[config.mk]
export PLATFORM = sky130hd
export DESIGN_NAME = nmea_sentence_framer
export DESIGN_NICKNAME = d
export VERILOG_FILES = /design/src/rtl/core/nsf_pkg.sv /design/src/rtl/core/nsf_core.sv /design/src/rtl/core/nmea_sentence_framer.sv
export VERILOG_INCLUDE_DIRS = /design/src /design/src/rtl/core
export SDC_FILE = /design/constraint.sdc
export NUM_CORES = 1
export LEC_CHECK = 0
export BUFFER_PORTS_ARGS = -buffer_cell sky130_fd_sc_hd__buf_2
export CELL_PAD_IN_SITES_DETAIL_PLACEMENT = 1
export CELL_PAD_IN_SITES_GLOBAL_PLACEMENT = 1
export CORE_UTILIZATION = 30
export CTS_CLUSTER_SIZE = 24
export DETAILED_ROUTE_END_ITERATION = 16
export HOLD_SLACK_MARGIN = 0.02
export PLACE_DENSITY_LB_ADDON = 0.1
export SYNTH_ARGS = -nofsm -noshare
export SYNTH_HDL_FRONTEND = slang
export SYNTH_SLANG_ARGS = --single-unit
[constraint.sdc]
create_clock -name aclk -period 4.55 [get_ports aclk]
set_input_delay 1.365 -clock aclk [delete_from_list [all_inputs] [get_ports aclk]]
set_output_delay 1.365 -clock aclk [all_outputs]
set_load 0.05 [all_outputs]
[src/rtl/core/assert_macros.svh]
// Assertion macros used by the NMEA sentence framer to check its own logic.
`ifndef ASSERT_MACROS_SVH
`define ASSERT_MACROS_SVH

// Check an implication on every rising edge of aclk outside reset.
`define ASSERT_CLK(label, prop, msg) \
    label: assert property (@(posedge aclk) disable iff (!aresetn) prop) else $error(msg);

// Check that a condition never holds on a rising edge of aclk outside reset.
`define ASSERT_NEVER(label, cond, msg) \
    label: assert property (@(posedge aclk) disable iff (!aresetn) !(cond)) else $error(msg);

`endif

[src/rtl/core/nsf_pkg.sv]
// Package with types, constants and helper functions for the NMEA sentence framer.
package nsf_pkg;

    // One more than the longest sentence text, in bytes, including '$'
    localparam int MAX_SENTENCE = 128;
    localparam int LEN_W        = $clog2(MAX_SENTENCE);
    localparam int POS_W        = 7;

    localparam logic [LEN_W:0] MAX_LEN = (LEN_W + 1)'(MAX_SENTENCE);

    // Character codes
    localparam logic [7:0] CHAR_DOLLAR = 8'h24;
    localparam logic [7:0] CHAR_STAR   = 8'h2A;
    localparam logic [7:0] CTRL_LIMIT  = 8'h20;
    localparam logic [7:0] CHAR_DEL    = 8'h7F;

    // Input action codes
    localparam logic ACTION_FEED    = 1'b0;
    localparam logic ACTION_DISCARD = 1'b1;

    typedef logic [LEN_W-1:0] len_t;

    typedef enum logic [3:0] {
        EV_NOISE     = 4'd0,
        EV_START     = 4'd1,
        EV_RESTART   = 4'd2,
        EV_BODY      = 4'd3,
        EV_ASTERISK  = 4'd4,
        EV_DIGIT     = 4'd5,
        EV_OK        = 4'd6,
        EV_CRC_ERROR = 4'd7,
        EV_CONTROL   = 4'd8,
        EV_OVERFLOW  = 4'd9,
        EV_BAD_DIGIT = 4'd10,
        EV_DISCARDED = 4'd11
    } event_t;

    typedef struct packed {
        logic       action;
        logic [7:0] data_byte;
    } in_word_t;

    typedef struct packed {
        event_t           event_res;
        logic             byte_valid;
        logic [7:0]       out_byte;
        logic [POS_W-1:0] position;
        logic [POS_W-1:0] sentence_length;
        logic [7:0]       computed_checksum;
        logic [7:0]       declared_checksum;
    } out_word_t;

    // Decode one hex digit in either case: {valid, value}
    function automatic logic [4:0] hex_decode(input logic [7:0] c);
        logic [4:0] r;
        r = 5'd0;
        if (c >= 8'h30 && c <= 8'h39) begin
            r = {1'b1, c[3:0]};
        end else if ((c >= 8'h41 && c <= 8'h46) || (c >= 8'h61 && c <= 8'h66)) begin
            r = {1'b1, 4'(c[3:0] + 4'd9)};
        end
        return r;
    endfunction

endpackage

[src/rtl/core/nsf_core.sv]
// Sentence state registers and the combinational framing step for one word.
module nsf_core (
    input  logic              aclk,
    input  logic              aresetn,
    input  logic              step,
    input  nsf_pkg::in_word_t item,
    output nsf_pkg::out_word_t result
);
    import nsf_pkg::*;

    logic       in_sentence_reg, in_sentence_next;
    logic       seen_ast_reg, seen_ast_next;
    len_t       text_len_reg, text_len_next;
    logic [7:0] xor_reg, xor_next;
    logic [7:0] decl_reg, decl_next;
    logic       dcount_reg, dcount_next;

    logic [7:0] c;
    logic       fits;
    len_t       len_inc;
    logic [4:0] hex;
    logic [7:0] decl_shift;

    assign c          = item.data_byte;
    assign fits       = ({1'b0, text_len_reg} + 1'b1) < MAX_LEN;
    assign len_inc    = text_len_reg + 1'b1;
    assign hex        = hex_decode(c);
    assign decl_shift = {decl_reg[3:0], hex[3:0]};

    // Decide the event, the appended byte and the next sentence state
    always_comb begin
        in_sentence_next = in_sentence_reg;
        seen_ast_next    = seen_ast_reg;
        text_len_next    = text_len_reg;
        xor_next         = xor_reg;
        decl_next        = decl_reg;
        dcount_next      = dcount_reg;
        result           = '0;
        result.event_res = EV_NOISE;

        if (item.action == ACTION_DISCARD) begin
            in_sentence_next = 1'b0;
            seen_ast_next    = 1'b0;
            text_len_next    = '0;
            xor_next         = '0;
            decl_next        = '0;
            dcount_next      = 1'b0;
            result.event_res = EV_DISCARDED;
        end else if (c == CHAR_DOLLAR) begin
            // '$' always opens a fresh sentence
            in_sentence_next = 1'b1;
            seen_ast_next    = 1'b0;
            text_len_next    = len_t'(1);
            xor_next         = '0;
            decl_next        = '0;
            dcount_next      = 1'b0;
            result.event_res       = in_sentence_reg ? EV_RESTART : EV_START;
            result.byte_valid      = 1'b1;
            result.out_byte        = c;
            result.sentence_length = POS_W'(1);
        end else if (!in_sentence_reg) begin
            result.event_res = EV_NOISE;
        end else if (c < CTRL_LIMIT || c == CHAR_DEL || !fits ||
                     (seen_ast_reg && !hex[4])) begin
            // Abort: drop the sentence, report zeroed state
            in_sentence_next = 1'b0;
            seen_ast_next    = 1'b0;
            text_len_next    = '0;
            xor_next         = '0;
            decl_next        = '0;
            dcount_next      = 1'b0;
            if (c < CTRL_LIMIT || c == CHAR_DEL) begin
                result.event_res = EV_CONTROL;
            end else if (seen_ast_reg && !hex[4]) begin
                result.event_res = EV_BAD_DIGIT;
            end else begin
                result.event_res = EV_OVERFLOW;
            end
        end else if (!seen_ast_reg) begin
            // Body byte or the '*' that ends the body
            text_len_next = len_inc;
            if (c == CHAR_STAR) begin
                seen_ast_next    = 1'b1;
                result.event_res = EV_ASTERISK;
            end else begin
                xor_next         = xor_reg ^ c;
                result.event_res = EV_BODY;
            end
            result.byte_valid        = 1'b1;
            result.out_byte          = c;
            result.position          = POS_W'(text_len_reg);
            result.sentence_length   = POS_W'(len_inc);
            result.computed_checksum = xor_next;
            result.declared_checksum = decl_reg;
        end else if (!dcount_reg) begin
            // First checksum digit
            text_len_next            = len_inc;
            decl_next                = decl_shift;
            dcount_next              = 1'b1;
            result.event_res         = EV_DIGIT;
            result.byte_valid        = 1'b1;
            result.out_byte          = c;
            result.position          = POS_W'(text_len_reg);
            result.sentence_length   = POS_W'(len_inc);
            result.computed_checksum = xor_reg;
            result.declared_checksum = decl_shift;
        end else begin
            // Second digit closes the sentence
            in_sentence_next = 1'b0;
            seen_ast_next    = 1'b0;
            text_len_next    = '0;
            xor_next         = '0;
            decl_next        = '0;
            dcount_next      = 1'b0;
            result.event_res         = (decl_shift == xor_reg) ? EV_OK : EV_CRC_ERROR;
            result.byte_valid        = 1'b1;
            result.out_byte          = c;
            result.position          = POS_W'(text_len_reg);
            result.sentence_length   = POS_W'(len_inc);
            result.computed_checksum = xor_reg;
            result.declared_checksum = decl_shift;
        end
    end

    // Advance the sentence state on each processed word
    always_ff @(posedge aclk) begin
        if (!aresetn) begin
            in_sentence_reg <= 1'b0;
            seen_ast_reg    <= 1'b0;
            text_len_reg    <= '0;
            xor_reg         <= '0;
            decl_reg        <= '0;
            dcount_reg      <= 1'b0;
        end else if (step) begin
            in_sentence_reg <= in_sentence_next;
            seen_ast_reg    <= seen_ast_next;
            text_len_reg    <= text_len_next;
            xor_reg         <= xor_next;
            decl_reg        <= decl_next;
            dcount_reg      <= dcount_next;
        end
    end

endmodule

[src/rtl/core/nmea_sentence_framer.sv]
// NMEA sentence framer: takes one byte or discard command per word and returns one
// result word carrying the framing event, the appended byte, its position, the
// text length and both checksums. Each word passes an input register, the
// combinational framing logic against the sentence state, and an output register,
// so the block accepts one word per cycle; throughput drops only while the output
// side holds m_ready low.
`include "assert_macros.svh"

module nmea_sentence_framer (
    input  logic               aclk,
    input  logic               aresetn,
    input  logic               s_valid,
    output logic               s_ready,
    input  nsf_pkg::in_word_t  s_data,
    output logic               m_valid,
    input  logic               m_ready,
    output nsf_pkg::out_word_t m_data
);
    import nsf_pkg::*;

    logic      in_valid_reg;
    in_word_t  in_data_reg;
    logic      out_valid_reg;
    out_word_t out_data_reg;
    out_word_t step_result;
    logic      advance;
    logic      start_ev;
    logic      text_ev;
    logic      abort_ev;
    logic      cleared;
    logic      dollar_at_zero;

    // Move a word into the output register when it is free or being drained
    assign advance = in_valid_reg && (!out_valid_reg || m_ready);
    assign s_ready = !in_valid_reg || advance;
    assign m_valid = out_valid_reg;
    assign m_data  = out_data_reg;

    nsf_core u_core (
        .aclk    (aclk),
        .aresetn (aresetn),
        .step    (advance),
        .item    (in_data_reg),
        .result  (step_result)
    );

    // Hold the accepted input word
    always_ff @(posedge aclk) begin
        if (!aresetn) begin
            in_valid_reg <= 1'b0;
        end else if (s_ready) begin
            in_valid_reg <= s_valid;
        end
    end

    always_ff @(posedge aclk) begin
        if (s_valid && s_ready) begin
            in_data_reg <= s_data;
        end
    end

    // Hold the result word until taken
    always_ff @(posedge aclk) begin
        if (!aresetn) begin
            out_valid_reg <= 1'b0;
        end else if (advance) begin
            out_valid_reg <= 1'b1;
        end else if (m_ready) begin
            out_valid_reg <= 1'b0;
        end
    end

    always_ff @(posedge aclk) begin
        if (advance) begin
            out_data_reg <= step_result;
        end
    end

    // Classify the outgoing event for the checks below
    assign start_ev = (m_data.event_res == EV_START) || (m_data.event_res == EV_RESTART);
    assign text_ev  = start_ev || (m_data.event_res == EV_BODY) ||
                      (m_data.event_res == EV_ASTERISK) || (m_data.event_res == EV_DIGIT) ||
                      (m_data.event_res == EV_OK) || (m_data.event_res == EV_CRC_ERROR);
    assign abort_ev = (m_data.event_res == EV_CONTROL) || (m_data.event_res == EV_OVERFLOW) ||
                      (m_data.event_res == EV_BAD_DIGIT) || (m_data.event_res == EV_DISCARDED);
    assign cleared  = (m_data.sentence_length == '0) && (m_data.computed_checksum == '0) &&
                      (m_data.declared_checksum == '0) && !m_data.byte_valid;
    assign dollar_at_zero = (m_data.position == '0) && (m_data.out_byte == CHAR_DOLLAR);

    // Appended bytes come only with events that keep text
    `ASSERT_CLK(a_byte_event, (m_valid && m_data.byte_valid) |-> text_ev, "byte appended on a non-text event")
    // Aborts report a cleared sentence
    `ASSERT_CLK(a_abort_clear, (m_valid && abort_ev) |-> cleared, "abort did not clear sentence")
    // A start puts '$' at position zero
    `ASSERT_CLK(a_start_pos, (m_valid && start_ev) |-> dollar_at_zero, "start not at position zero")
    // A word in the input register moves on when the output register is free
    `ASSERT_CLK(a_no_stall, (in_valid_reg && !out_valid_reg) |=> out_valid_reg, "input word not advanced")

endmodule

==> metrics.yaml <==
floorplan:
  rows: 42
  die_h_um: 119
  die_area_um2: 14200
  coreArea_um2: 13300
  start_util_pct: 30.9
  die_w_um: 119
  ioPinCount: 58
worst_setup_path:
  critPathCaptureType: "primary output"
  rr_startpoint: "in_data_reg[1]$_DFFE_PP_"
  critPathLaunchType: "input pin"
  arrival_ps: 1990
  reg2reg_slack_ps: 1760
  worst_ep_required_time_ps: 3180
  r2r_cells: 8
  worstPathMaxFanout: 4
  worstSetupPathType: "in2out"
  worstReg2RegEnd: "m_data[13]$_SDFFCE_PP0P_"
timing:
  fin_crit_ps: 3360
  finClkSkew_ps: 7.70
  slew_violations: 0
  rsz0062_at_grt: "false"
  post-route-period-util_pct: 73.8
  hold_slack_ps: 487
  finalSetupViolations: 0
  max_slew_margin_pct: 47.5
  tns_ps: 0
  fmax_mhz: 298
  tightestPinTransition_ps: 784
  finalHoldViolations: 0
job:
  maxCapViolCount: 0
min_path:
  min_to: "u_core.decl_reg[4]$_SDFFE_PN0P_"
  whs_path_depth: 1
  min-delay-start: "u_core.decl_reg[4]$_SDFFE_PN0P_"
  hold_class: "reg2reg"
grt:
  antenna_found_initial: 0
  grt-ovfl-total: 0
  grt_max_degree: 44
  grtUsageTotal_pct: 16.3
  grt_pass1_wl_um: 17400
  grt_pass1_vias: 3164
place:
  place.port_buffers: 57
  globalplace.congestion: 0.784
  place_hpwl_um: 7570
  place_inst: 591
yosys:
  synth-seq-cells: 80
  yosys_warnings: 0
  synth_cells: 373
  yosysSeqAreaShare_pct: 51.7
  synth_area_leaders: "edfxtp_1 38%, dfxtp_1 14%, and2_1 3.4%"
  syn_avg_cell_area_um2: 11.0
  yosysTopAreaCell: "edfxtp_1"
  synth_top_cell_area_share_pct: 38.0
  ys.flop_type: "edfxtp_1"
  synth_edf_count: 52
  yosysUniqueCellTypes: 69
  netlist_area_um2: 4110
  syn_nets: 392
  async_reset_ff_share_pct: 0
layout:
  antenna_cells: 0
  synthToLayoutAreaGrowth_pct: 18.4
  drive_above_1_share_pct: 23.9
  largest_reg_flops: 43
  mostFrequentLayoutCell: "buf_2"
  nets: 445
  final_cells: 607
  mostFrequentLayoutCells: "57 x buf_2, 52 x edfxtp_1, 35 x nor2_1"
clock_network:
  cts_setup_buffers: 0
  hold_buffers: 0
  clk_pin_slew_ps: 60
  cts_sinks: 80
  cts-root-buf: "clkbuf_16"
  clock_latency_ps: 350
  ctsResizeCount: 0
  numCtsBuffers: 9
  cts.path.max_buffers: 2
  cts_tree: "yes"
  h-tree-depth: 3
detailed_routing:
  drc_errors: 0
  via_count: 3051
  wl_per_cell_um: 17.5
  drtIter0Drc: 146
  first_pass_iters: 4
  via_per_inst: 5.03
  drt_wl_total_um: 10600
  drtAntennaViolNets: 0
power:
  power.leakage_uw: 0.00177
  power_density_nw_per_um2: 368
  ir_drop_mv: 0.211
status:
  outcome: "complete, no violations"
critical path, cell delays in order:
cell and delay, ps:
buf_2 100, nor2b_1 210, nand2_1 100, buf_2 220
metrics by stage:
step / instance area (um^2) / power, uW / setup WS, ps / utilization, %
6_report: 4860 / 1790 / 1190 / 36.6
5_1_grt: 4860 / 1850 / 1120 / 36.6
4_1_cts: 4860 / 1810 / 1190 / 36.6
2_1_floorplan: 4110 / 937 / 1320 / -
3_3_place_gp: 4530 / 974 / 1220 / 34.0
3_5_place_dp: 4530 / 976 / 1200 / 34.0
logic make-up after synthesis:
family / share of synthesized area [%]
flip-flops: 51.7
XOR/XNOR: 3.41
buffers and inverters: 3.78
AO/OA/AOI/OAI: 16.4
multiplexers: 1.22
adder cells (fa/ha/maj): 1.83
AND/OR/NAND/NOR: 21.7
cell type report:
class	instances	area [um^2]
Fill cell	1495	8430
Sequential cell	80	2120
Multi-Input combinational cell	265	1830
Timing Repair Buffer	62	323
Clock buffer	10	229
Tap cell	176	220
Clock inverter	6	108
Inverter	8	30.0
how the worst max path moves through the flow:
stage	cells after the start	from	endpoint	slack [ps]
floorplan	2	m_ready	s_ready	1320
global placement	4	m_ready	s_ready	1220
detailed placement	4	m_ready	s_ready	1200
CTS	4	m_ready	s_ready	1190
global route	4	m_ready	s_ready	1120
finish	4	m_ready	s_ready	1190
synth_stat cells, drive strengths merged (3+ instances only):
cell type / number
nand4b: 3
o22ai: 4
and3: 4
a22o: 6
nand4: 7
nor4: 4
o2bb2ai: 5
a221oi: 3
o21ai: 11
and3b: 3
o21a: 5
nor2b: 13
inv: 8
a211oi: 6
clkbuf: 8
nand2: 29
a32o: 3
a21oi: 16
xnor2: 5
nand3: 13
or2: 3
ha: 6
buf: 12
edfxtp: 52
mux2i: 5
nor2: 37
o211ai: 9
dfxtp: 28
nand2b: 3
a31oi: 3
xor2: 11
and2: 22
where the power goes:
part	internal [uW]	switching [uW]
registers	793	22.0
logic	37.8	106
clock network	534	294
layer usage:
metal / global-route usage [%] / share of wire, %
met4: 7.59 / 2.0
met2: 25.2 / 45
met3: 3.11 / 3.5
met5: 0 / 0
met1: 21.9 / 50
No activity file was read; power rests on OpenSTA's default activity.
